**src/rtl/tbt_pkg.sv**
```systemverilog
// Shared types for the triangle tangent and bitangent unit.
`default_nettype none
package tbt_pkg;

  // Q1.14 unit value
  localparam int unsigned OneQ14 = 16384;

  // One triangle as the front end hands it to the back end:
  // edges from corner 0, uv deltas with the v delta negated.
  typedef struct packed {
    logic [2:0][32:0] e1;
    logic [2:0][32:0] e2;
    logic [24:0]      du1;
    logic [24:0]      du2;
    logic [24:0]      dv1;
    logic [24:0]      dv2;
  } tri_t;

endpackage
`default_nettype wire

```
**src/rtl/tbt_fifo.sv**
```systemverilog
// Two-entry queue of triangles between front and back end.
`default_nettype none
module tbt_fifo import tbt_pkg::*; (
  input  logic clk,
  input  logic rst,
  input  logic push,
  input  tri_t push_data,
  output logic full,
  output logic valid,
  input  logic pop,
  output tri_t pop_data
);

  tri_t       mem [2];
  logic       wr_ptr;
  logic       rd_ptr;
  logic [1:0] count;

  assign full     = (count == 2'd2);
  assign valid    = (count != 2'd0);
  assign pop_data = mem[rd_ptr];

  always_ff @(posedge clk) begin
    if (rst) begin
      wr_ptr <= 1'b0;
      rd_ptr <= 1'b0;
      count  <= 2'd0;
    end else begin
      if (push) begin
        wr_ptr <= ~wr_ptr;
      end
      if (pop) begin
        rd_ptr <= ~rd_ptr;
      end
      if (push && !pop) begin
        count <= count + 2'd1;
      end else if (pop && !push) begin
        count <= count - 2'd1;
      end
    end
  end

  always_ff @(posedge clk) begin
    if (push) begin
      mem[wr_ptr] <= push_data;
    end
  end

endmodule
`default_nettype wire

```
**config.mk**
```make
export PLATFORM = sky130hd
export DESIGN_NAME = tbt_fifo
export DESIGN_NICKNAME = d
export VERILOG_FILES = /design/src/rtl/tbt_pkg.sv /design/src/rtl/tbt_fifo.sv
export SDC_FILE = /design/constraint.sdc
export NUM_CORES = 1
export LEC_CHECK = 0
export BUFFER_PORTS_ARGS = -buffer_cell sky130_fd_sc_hd__buf_2
export CORE_AREA = 5 5 232 234
export CTS_BUF_LIST = sky130_fd_sc_hd__clkbuf_4 sky130_fd_sc_hd__clkbuf_8 sky130_fd_sc_hd__clkbuf_16
export DETAILED_ROUTE_END_ITERATION = 8
export DIE_AREA = 0 0 237 239
export GPL_TIMING_DRIVEN = 1
export HOLD_SLACK_MARGIN = 0.12
export PLACE_DENSITY = 0.71
export SLEW_MARGIN = 20
export SYNTH_ARGS = -nofsm -noshare
export SYNTH_HDL_FRONTEND = slang
export SYNTH_SLANG_ARGS = --single-unit
```
**constraint.sdc**
```tcl
create_clock -name clk -period 16.7 [get_ports clk]
set_clock_uncertainty 0.15 [all_clocks]
set_input_delay 3.34 -clock clk [delete_from_list [all_inputs] [get_ports clk]]
set_output_delay 3.34 -clock clk [all_outputs]
set_load 0.02 [all_outputs]
```
; Yosys cells after proc, flatten, opt, wreduce, memory -nomap -nowiden
; Memory sizes are Yosys's and may differ from the RTL's. A register that Yosys moved wholly into a read port is not among the register bits.
; Index checks and enable logic that the tools add are counted.
[word_totals]
memories = 1
output_inout_bits = 300
ram_bits = 596
word_cells = 21
reg_bits = 4
input_bits = 302
[op_classes]
muxes = 6
reduce_logical = 6
n_eq_ne = 1
addsub = 2
n_bitwise = 2
[memory_table]
columns = name, depth, width, rd, rd_ports_with_merged_regs, write_ports, line
row1 = mem, 2, 298, 1, 1, 1, tbt_fifo.sv:14  ; tri_t mem [2];
[op_table]
columns = op, n
row1 = $mux 1, 4
row2 = $mux 2, 2
row3 = $reduce_bool 2->1, 2
row4 = $add 2x1->2 const B, 1
row5 = $eq 2x2->1 const B, 1
row6 = $logic_and 1x1->1, 2
row7 = $logic_not 1->1, 2
row8 = $not 1->1, 2
row9 = $sub 2x1->2 const B, 1

; Logic depth before layout (Yosys ltp)
[logic_depth]
depth_word = 4
depth_mapped = 5
mapped_depth_nobuf = 5

; Worst setup path after synthesis
; OpenSTA, ideal clock, no wires.
[synth_path]
path_type = input -> register
startpoint = in push
endpoint = mem mem[0][0] (netlist bit) (enable)
setup_ns = 0.999
t_arrival_ns = 16.150
path_stages = 1
slack_ns = -0.599
n_path_buf = 0
required_time_ns = 15.551
path_cell_list = nor2b_1
[synth_between]
elab_chain_len = 2
[synth_rtl]
columns = item, line
row1 = start: declaration, tbt_fifo.sv:6  ; input logic push,
row2 = $mux 1, tbt_fifo.sv:44  ; if (push) begin
row3 = $mux 1 (implied by the code), tbt_fifo.sv:45  ; mem[wr_ptr] <= push_data;
row4 = end: declaration, tbt_fifo.sv:14
; Every way passes these cells.

==> impl_metrics.ini <==
[critical_path]
reg2reg_depth = 4
crit_type = flop to primary output
setup.reg_to_reg.worst_slack_ns = 12.75
critical_path_required_time_ns = 13.21
timing.rr.end = mem[1][100]
setup.worst_path.end_class = primary output
path_max_fanout = 59
worst_setup_path_start_kind = flop
critical_path.reg2reg.startpoint = wr_ptr
cp_data_arrival_time_ns = 4.10

[sta]
timing.final.crit_share = 0.455
max-slew-margin-rel = 0.256
final.min_clock_period_ns = 7.59
timing_max_transition_violations_final = 0
setup_violating_endpoint_count_in_the_final_report = 0
grt_setup_unrepaired = false
hold_viol = 0
fmaxAchievable_mhz = 132
worst-slew-pin-transition_ns = 1.12
fin_tns_setup_ns = 0

[hold_path]
hold_path_depth = 2
timing.hold.worst.start = count[1]
min_to = count[1]
worst_hold_path_type = flop to flop

[clock_network]
cts_setup_buffers = 0
cts_made_buffers = 61
clockRootBuffer = sky130_fd_sc_hd__clkbuf_16
clock_tree.htree_level_count = 2
tritoncts = done
cts_repair_resize_count = 0
clk_pin_slew_ns = 0.06
clkSinkCount = 601
cts_hold_bufs = 0
deepest_clock_path_buffer_count = 3
clk_latency_ns = 0.60

[cells_and_area]
fin_area_sq_um = 28200
layout.cells.most_common_list = sky130_fd_sc_hd__buf_2 (601), sky130_fd_sc_hd__edfxtp_1 (596), sky130_fd_sc_hd__mux2_4 (201), sky130_fd_sc_hd__mux2_2 (97), sky130_fd_sc_hd__clkbuf_16 (63)
post_route_cells_drive_above_1_share = 0.618
flow.area_growth_from_synthesis_pct = 25.1
layout.cells.most_common = sky130_fd_sc_hd__buf_2
num-nets-final = 1895

[place]
numPortBuffers = 601
dpl_cell_area_sq_um = 26200
detailedPlacementHpwl_mm = 35.3
gp_congestion = 0.834

[synthesis]
synth_nets = 1252
synth.cell_area_sq_um = 22500
synth-seq-cells = 601
synth_cells = 949
syn-mean-instance-area_sq_um = 23.8
yosys.area.top_type = sky130_fd_sc_hd__edfxtp_1
synthDominantCellAreaShare = 0.794
synth.yosys.warnings = 0
ys_types = 17
yosysSeqAreaShare = 0.798
netlist_top_cells_area = sky130_fd_sc_hd__edfxtp_1 (79%), sky130_fd_sc_hd__mux2_4 (13%), sky130_fd_sc_hd__mux2_2 (4.8%)

[floorplan]
die_w_um = 237
floorplan.core_area_sq_um = 51800
row_count = 84
start_util = 0.435
floorplan.die_area_sq_um = 56600
die_h_um = 239
number_of_top_level_pins = 602

[drt]
drt.antenna.violating_nets = 0
detail_route.vias_per_cell = 4.85
totalWireLength_mm = 49.5
dr_total_vias = 11300
initialDrtViolationCount = 642
drt_drc_violations_left = 0
drt_pass_1_iters = 4
avgRoutedWirePerCell_um = 21.2

[global_routing]
first_global_vias = 11900
gr-usage-met2 = 0.288
grt_antenna_before_repair = 12
grt_util_all_layers = 0.164
pin_count_of_the_biggest_net_entering_global_routing = 166
global_route_congestion_overflow_total = 0
grt.busiest_layer = met2
grt_first_pass_wirelength_mm = 71.4
global_route.usage.met3 = 0.0565
grt_util_met1 = 0.192

[run_status]
outcome = complete, no violations

[power_and_ir_drop]
cellPowerDensity_nw_per_um2 = 126
leakage_dissipation_uw = 0.0110
irDropWorstVdd_uv = 103

[job]
timing.max_cap.violations = 0
-- metrics by stage --
stage / instances / total power, uW / hold WS [ns] / setup WS (ns) / util
floorplan: 949 / 2150 / 0.306 / 5.01 / -
finish: 2339 / 3550 / 0.357 / 9.11 / 0.544
detailed placement: 2217 / 2290 / 0.345 / 9.68 / 0.506
CTS: 2332 / 3590 / 0.353 / 9.06 / 0.544
global route: 2338 / 3690 / 0.415 / 8.91 / 0.544
global placement: 2216 / 2280 / 0.323 / 9.60 / 0.506
-- synthesized netlist by cell type --
master,number
sky130_fd_sc_hd__and2_1,1
sky130_fd_sc_hd__or2_2,1
sky130_fd_sc_hd__nor2b_1,2
sky130_fd_sc_hd__o21ai_0,1
sky130_fd_sc_hd__xnor2_1,2
sky130_fd_sc_hd__buf_2,7
sky130_fd_sc_hd__edfxtp_1,596
sky130_fd_sc_hd__mux2_4,201
sky130_fd_sc_hd__mux2_2,97
sky130_fd_sc_hd__buf_6,26
sky130_fd_sc_hd__or3_1,1
sky130_fd_sc_hd__dfxtp_1,5
sky130_fd_sc_hd__xor2_1,2
sky130_fd_sc_hd__nor2_1,4
sky130_fd_sc_hd__ha_1,1
sky130_fd_sc_hd__a21oi_1,1
sky130_fd_sc_hd__inv_1,1
-- cell type report --
type	instances	area [sq um]
tap	688	861
antenna	7	17.5
timing repair buffer	613	3130
clock buffer	72	1640
fill	4011	23600
sequential	601	18000
multi-input combinational	314	4220
inverter	1	3.75
clock inverter	43	312
-- critical path: stages, from the launching register on --
cell and delay, ns:
sky130_fd_sc_hd__dfxtp_4 1.00, sky130_fd_sc_hd__buf_4 0.86, sky130_fd_sc_hd__buf_4 0.90, sky130_fd_sc_hd__mux2_4 0.37, sky130_fd_sc_hd__buf_2 0.16
-- cell families (layout without fill, tap and decap cells) --
| logic type | Yosys count | in the layout | synth area share |
|---|---|---|---|
| adder cells (fa/ha/maj) | 1 | 1 | 0.000555 |
| multiplexers | 298 | 298 | 0.182 |
| flip-flops | 601 | 601 | 0.798 |
| XOR/XNOR | 4 | 4 | 0.00155 |
| AND/OR/NAND/NOR | 9 | 9 | 0.00205 |
| buffers and inverters | 34 | 729 | 0.0147 |
| other | 0 | 7 | 0 |
| AO/OA/AOI/OAI | 2 | 2 | 0.000444 |
-- flip-flops by register name (all words and copies together) (netlist names), named ones only --
register  cells
count         2
mem         596
rd_ptr        1
wr_ptr        1
-- worst max-delay path by stage --
| stage | end | cells past startpoint | startpoint |
|---|---|---|---|
| 2_1_floorplan | mem[0][0] | 1 | push |
| 5_1_grt | pop_data[142] | 5 | flop |
| 6_report | pop_data[155] | 4 | flop |
| 3_3_place_gp | pop_data[285] | 4 | flop |
| 4_1_cts | pop_data[169] | 5 | flop |
| 3_5_place_dp | mem[1][100] | 5 | push |
-- where the power goes --
group | switching, uW | internal, uW | leakage, uW
Clock | 549 | 751 | 0.000973
Sequential | 29.3 | 1760 | 0.00564
Combinational | 265 | 196 | 0.00436
-- per-layer routing --
layer | up-vias | share of wire | wire length [um]
met4 | 10 | 0.026 | 1290
met1 | 5680 | 0.37 | 18200
met5 | - | 0.0014 | 69
met2 | 448 | 0.52 | 25600
met3 | 90 | 0.089 | 4390
li1 | 5106 | - | -
No activity file was read; power rests on OpenSTA's default activity.
