**src/rtl/tbt_pkg.sv**
```systemverilog
// Shared types for the triangle tangent and bitangent unit.
`default_nettype none
package tbt_pkg;

  // Q1.14 unit value
  localparam int unsigned OneQ14 = 16384;

  // One triangle as the front end hands it to the back end:
  // edges from corner 0, uv deltas with the v delta negated.
  typedef struct packed {
    logic [2:0][32:0] e1;
    logic [2:0][32:0] e2;
    logic [24:0]      du1;
    logic [24:0]      du2;
    logic [24:0]      dv1;
    logic [24:0]      dv2;
  } tri_t;

endpackage
`default_nettype wire

```
**src/rtl/tbt_front.sv**
```systemverilog
// Front end: collects corners and forms edge and uv deltas per triangle.
`default_nettype none
module tbt_front import tbt_pkg::*; (
  input  logic               clk,
  input  logic               rst,
  input  logic               in_valid,
  output logic               in_stall,
  input  logic signed [31:0] pos_x,
  input  logic signed [31:0] pos_y,
  input  logic signed [31:0] pos_z,
  input  logic signed [23:0] tex_u,
  input  logic signed [23:0] tex_v,
  input  logic               full,
  output logic               push,
  output tri_t               push_data
);

  logic [1:0]       corner_count;
  logic [2:0][31:0] hp0;
  logic [2:0][31:0] hp1;
  logic [23:0]      hu0, hv0, hu1, hv1;
  logic [2:0][31:0] cur;
  logic             accept;

  assign cur      = {pos_z, pos_y, pos_x};
  assign in_stall = corner_count[1] && full;
  assign accept   = in_valid && !in_stall;
  assign push     = accept && corner_count[1];

  always_comb begin
    for (int i = 0; i < 3; i++) begin
      push_data.e1[i] = 33'($signed(hp1[i])) - 33'($signed(hp0[i]));
      push_data.e2[i] = 33'($signed(cur[i])) - 33'($signed(hp0[i]));
    end
    push_data.du1 = 25'($signed(hu1)) - 25'($signed(hu0));
    push_data.du2 = 25'($signed(tex_u)) - 25'($signed(hu0));
    push_data.dv1 = 25'($signed(hv0)) - 25'($signed(hv1));
    push_data.dv2 = 25'($signed(hv0)) - 25'($signed(tex_v));
  end

  always_ff @(posedge clk) begin
    if (rst) begin
      corner_count <= 2'd0;
    end else if (accept) begin
      if (corner_count[1]) begin
        corner_count <= 2'd0;
      end else begin
        corner_count <= corner_count + 2'd1;
      end
    end
  end

  // corner registers; the third corner goes straight into the request
  always_ff @(posedge clk) begin
    if (accept && !corner_count[1]) begin
      if (corner_count[0]) begin
        hp1 <= cur;
        hu1 <= tex_u;
        hv1 <= tex_v;
      end else begin
        hp0 <= cur;
        hu0 <= tex_u;
        hv0 <= tex_v;
      end
    end
  end

endmodule
`default_nettype wire

```
**config.mk**
```make
export PLATFORM = sky130hd
export DESIGN_NAME = tbt_front
export DESIGN_NICKNAME = d
export VERILOG_FILES = /design/src/rtl/tbt_pkg.sv /design/src/rtl/tbt_front.sv
export SDC_FILE = /design/constraint.sdc
export NUM_CORES = 1
export LEC_CHECK = 0
export ABC_AREA = 1
export BUFFER_PORTS_ARGS = -buffer_cell sky130_fd_sc_hd__buf_4
export CELL_PAD_IN_SITES_DETAIL_PLACEMENT = 1
export CELL_PAD_IN_SITES_GLOBAL_PLACEMENT = 2
export CORE_UTILIZATION = 32
export CTS_CLUSTER_SIZE = 40
export DETAILED_ROUTE_END_ITERATION = 6
export PLACE_DENSITY = 0.91
export SYNTH_ARGS = -nofsm -noshare
export SYNTH_HDL_FRONTEND = slang
export SYNTH_SLANG_ARGS = --single-unit
export TNS_END_PERCENT = 20
```
**constraint.sdc**
```tcl
create_clock -name clk -period 20.3 [get_ports clk]
set_input_delay 6.09 -clock clk [delete_from_list [all_inputs] [get_ports clk]]
set_output_delay 6.09 -clock clk [all_outputs]
set_load 0.02 [all_outputs]
```
# [Word level (Yosys, flattened, before mapping)]
# Cells that the tools add are included.
[op_classes] bitwise=1 n_reduce_logical=8 n_eq_ne=0 muxes=1 mul=0 div_mod_pow=0 magnitude_cmp=0 shifts=0 addsub=11
[op_table] operator="$sub A32 B32 Y33" n=6
[op_table] operator="$sub A24 B24 Y25" n=4
[op_table] operator="$logic_and A1 B1 Y1" n=4
[op_table] operator="$reduce_and A2 Y1" n=2
[op_table] operator="$add A2 B1 Y2 const B" n=1
[op_table] operator="$logic_not A1 Y1" n=2
[op_table] operator="$mux W2" n=1
[op_table] operator="$not A1 Y1" n=1
[totals] in_bits=148 romBits=0 regBits=290 ramBits=0 word_cells=32 memories=0 latch_bits=0

# [Longest topological paths before layout]
[logic_depth] word_depth=5 mapped_depth=14

# [Worst setup path after synthesis]
# OpenSTA, ideal clock, no wires.
[synth_timing] path_type="input to register" from="input in_valid" to="register hp1[0] (netlist bit), enable pin" required_ns=19.475 path_slack_ns=3.588 arrival_ns=15.886 setup_time_ns=0.825 stages=2 n_path_buf=0 cell_sequence="inv_1 > nor3_1"
[synth_via] elab_chain_cells=3
[synth_lines] item="start: declaration" line="tbt_front.sv:6" text="input logic in_valid,"
[synth_lines] item="$logic_and A1 B1 Y1" line="tbt_front.sv:27" text="assign accept = in_valid && !in_stall;"
[synth_lines] item="$logic_and A1 B1 Y1" line="tbt_front.sv:55" text="if (accept && !corner_count[1]) begin"
[synth_lines] item="$reduce_and A2 Y1 (no line)"
[synth_lines] item="end signal: assignment" line="tbt_front.sv:57" text="hp1 <= cur;"
[synth_lines] item="end: declaration" line="tbt_front.sv:20" text="logic [2:0][31:0] hp1;"
# No other way between the ends.
# A chain may end at the register's enable or synchronous reset.

==> results by stage <==
Outcome:
- The run finished with clean final reports.

Power:
- For this design the ratio of total power to cell area is 66.8 mW/mm2.
- IR analysis of the VDD net gives a maximum drop of 48.7 uV.
- The analysis attributes to cell leakage a power of 21.4 nW.

STA:
- The final count of hold timing violations was 0.
- Static timing analysis puts the maximum clock frequency at 0.0708 GHz.
- The share of the clock period used by the worst path is 69.6%.
- The final max-slew violation count came to 0.
- The worst relative slew slack is 34.3%.
- Setup violations remaining at the end of the flow were counted as 0.
- Between clock sinks in the finished design, the worst skew comes to 0.0163 ns.
- The measured slew at the worst slew-check pin is 0.986 ns.
- The time the worst path needs with I/O delays and setup is 14.13 ns.
- After routing, the total negative slack on setup checks comes to 0 ns.
- Setup repair after global routing left no endpoint under its margin.
- In the post-route analysis, the smallest setup slack over all paths is 6.17 ns.

Worst setup path:
- Traced cell by cell, the critical path runs through buf_4 > inv_1 > ha_1 > fa_1 > inv_1 > nand2_1 > nand2_1 > nand3_1 > nand2_2 > xor2_1 > buf_4.
- The startpoint type of the worst setup path is an input pin.
- The master of the slowest instance on the critical path is sky130_fd_sc_hd__fa_1.
- On the worst path, the slowest cell contributes a delay of 0.44 ns.
- The required time of the critical path is 14.21 ns.
- The highest net fanout along the worst path is 3.
- Data on the critical path arrives at its endpoint at 8.04 ns.
- The worst setup path is captured at a primary output.
- The critical path in this run is classified as in -> out.

Finish:
- The top cell types in the final layout, fill and taps aside, are sky130_fd_sc_hd__nand2_1, sky130_fd_sc_hd__inv_1, sky130_fd_sc_hd__buf_4, sky130_fd_sc_hd__nor2_1.
- Compared with the post-synthesis result, the final layout area differs by 19.9%.
- The net count of the finished layout is 5,815.
- In the final layout, the share of cells above drive strength 1 is 11.5%.
- The library cell used most frequently in the layout, excluding fill and tap cells, is sky130_fd_sc_hd__nand2_1.

Clocking:
- TritonCTS built the clock tree.
- The clock buffer count from CTS is 37.
- Clock latency on the worst-skew pair, taken at its later pin, is 0.58 ns.
- After clock tree synthesis, the clock-pin slew on the worst setup and hold paths is 0.07 ns.
- The setup fix buffers added after clock tree synthesis is 0.
- The count of cells resized by post-cts repair is 0.
- The sink count of the clock tree is 290.
- The H-tree generated during clock tree synthesis spans 2 levels.
- For this design, the CTS-stage hold fixing added 0 buffers.
- The clock passes through at most 3 buffers.
- The tree is rooted in a sky130_fd_sc_hd__clkbuf_16.

Floorplanning:
- The overall die width is 312 um.
- The floorplan step defined a die boundary enclosing 0.0971 mm2.
- The number of ports placed on the die boundary is 448.
- The vertical die dimension is 312 um.
- The total area inside the core boundary comes to 0.0950 mm2.
- The initialized floorplan defines 113 standard-cell rows.
- The initial core utilization is 32.3%.

GRT:
- Entering global routing, the biggest net connects 60 pins.
- The first global-routing pass estimated 173,000 um of wire.
- The initial antenna violation count is 10.
- The number of global-route vias before repair came to 32,225.
- The global-route total usage across every layer is 22.6%.
- The overflow left after global routing is 0.

Placed design:
- Prior to clock tree synthesis, the placed netlist has a worst setup slack of 6.14 ns.
- Buffers placed on the I/O ports in this run total 447.
- The HPWL after detailed placement is 98,500 um.
- The congestion estimate from routability-driven global placement came to 0.896.

Route:
- Detailed routing inserted a total of 31,014 vias.
- The final layout contains routed wiring with a total length of 112,000 um.
- The wire length per cell is 16.8 um.
- The number of detailed-route iterations in the first pass is 4.
- Dividing the detail-routed via count by the number of cells gives 4.65.
- The remaining number of nets flagged by the antenna check after routing is 0.
- For this run, design rule violations remaining after detail routing come to 0.
- The number of design-rule violations left by the first detailed-router iteration is 1,163.

Logic synthesis:
- During synthesis, Yosys emitted a total of 0 warnings.
- Sorting the synthesized cells by area gives the leading types as sky130_fd_sc_hd__edfxtp_1, sky130_fd_sc_hd__nand2_1, sky130_fd_sc_hd__inv_1.
- The count of mapped cells out of synthesis is 4,881.
- The count of distinct cell types in the synthesized netlist is 29.
- After synthesis the netlist holds a flip-flop and latch count of 290.
- The average instance area after synthesis is 6.28 um2.
- The fraction of post-synthesis cell area in the top cell type by area is 28.2%.
- In this run the cell area of the synthesized design comes to 0.0307 mm2.
- The dominant cell type by area after synthesis is sky130_fd_sc_hd__edfxtp_1.
- The share of the Yosys chip area taken by registers is 28.3%.
- The synthesized net count is 5,327.

Run:
- Max-cap violations in this run came to 0.

Min path:
- The path class of the tightest hold or removal check is reg -> reg.
[synth_stat cells]
cell,number
sky130_fd_sc_hd__nor3_2,11
sky130_fd_sc_hd__nand2_1,1959
sky130_fd_sc_hd__xor2_1,118
sky130_fd_sc_hd__nand3_1,215
sky130_fd_sc_hd__nor2_1,335
sky130_fd_sc_hd__a21oi_1,202
sky130_fd_sc_hd__nor3_1,28
sky130_fd_sc_hd__edfxtp_1,288
sky130_fd_sc_hd__nand4_1,58
sky130_fd_sc_hd__inv_2,2
sky130_fd_sc_hd__xnor2_1,25
sky130_fd_sc_hd__nand3_2,9
sky130_fd_sc_hd__nand2_2,63
sky130_fd_sc_hd__dfxtp_1,2
sky130_fd_sc_hd__o21ai_0,26
sky130_fd_sc_hd__inv_1,1153
sky130_fd_sc_hd__o21ai_1,1
sky130_fd_sc_hd__or2_1,6
sky130_fd_sc_hd__nor2_4,6
sky130_fd_sc_hd__fa_1,10
sky130_fd_sc_hd__a21oi_2,8
sky130_fd_sc_hd__nand3b_1,1
sky130_fd_sc_hd__a21o_1,7
sky130_fd_sc_hd__nor2_2,14
sky130_fd_sc_hd__and2_1,16
sky130_fd_sc_hd__o21bai_1,24
sky130_fd_sc_hd__buf_4,4
sky130_fd_sc_hd__ha_1,288
sky130_fd_sc_hd__o21ai_2,2
[power by group]
group / internal [mW] / switching (mW) / leakage (nW) / total, mW
clock: 0.339 / 0.275 / 0.527 / 0.614
combinational: 0.389 / 0.741 / 18.2 / 1.13
sequential: 0.698 / 0.0110 / 2.71 / 0.709
total: 1.43 / 1.03 / 21.4 / 2.45
[per-stage QoR]
step	instances	power [mW]	util, %	hold slack, ns	area [um2]
2_1_floorplan	4881	1.41	-	0.446	30700
3_3_place_gp	6595	1.84	37.5	0.472	35600
3_5_place_dp	6595	1.86	37.5	0.486	35600
4_1_cts	6658	2.49	38.7	0.497	36700
5_1_grt	6664	2.60	38.7	0.553	36700
6_report	6664	2.45	38.7	0.492	36700
[sequential cells by signal, indices dropped and copies added, names as in the netlist]
register and flops:
hu0 24, hp1 96, hp0 96, hv0 24, corner_count 2, hu1 24
hv1 24
[critical path, delay by kind of cell]
family	cells	cell delay (ns)
fa+ha+maj	2	0.67
simple gates	4	0.35
buf+inv	4	0.51
xor+xnor	1	0.42
[worst paths after layout]
path | slack (ns) | startpoint | cells after the start | end
min reg2reg | 0.49 | corner_count[0] | 2 | corner_count[0]
min | 0.49 | corner_count[0] | 2 | corner_count[0]
max | 6.17 | pos_x[0] | 11 | push_data[108]
max reg2reg | 17.79 | corner_count[0] | 4 | hu1[6]
[routing by layer]
layer / share of wire (%) / track usage [%] / wire length, um
met1: 44 / 27.5 / 49100
met2: 49 / 40.4 / 54800
met3: 3.8 / 3.42 / 4280
met4: 3.2 / 7.30 / 3570
met5: 0.044 / 0 / 49
[cells by family after synthesis]
family                     after synthesis  share of synthesized area, %
buffers and inverters                 1159                          14.2
AOI/OAI and AO/OA                      270                          4.78
adders and majority gates              298                          12.4
DFF                                    290                          28.3
xor gates and xnor gates               143                          4.08
and+or+nand+nor                       2721                          36.2
[area by class of cell]
class | instances | area, um2
fillers | 12618 | 58300
multi-input cells | 3432 | 17600
flip-flops and latches | 290 | 8690
inverters | 1155 | 4340
repair buffers | 453 | 3400
well taps | 1265 | 1580
clock buffers | 43 | 948
clock inverters | 20 | 160
diodes | 6 | 15.0
Note: power is estimated with default switching activity, not from simulation.
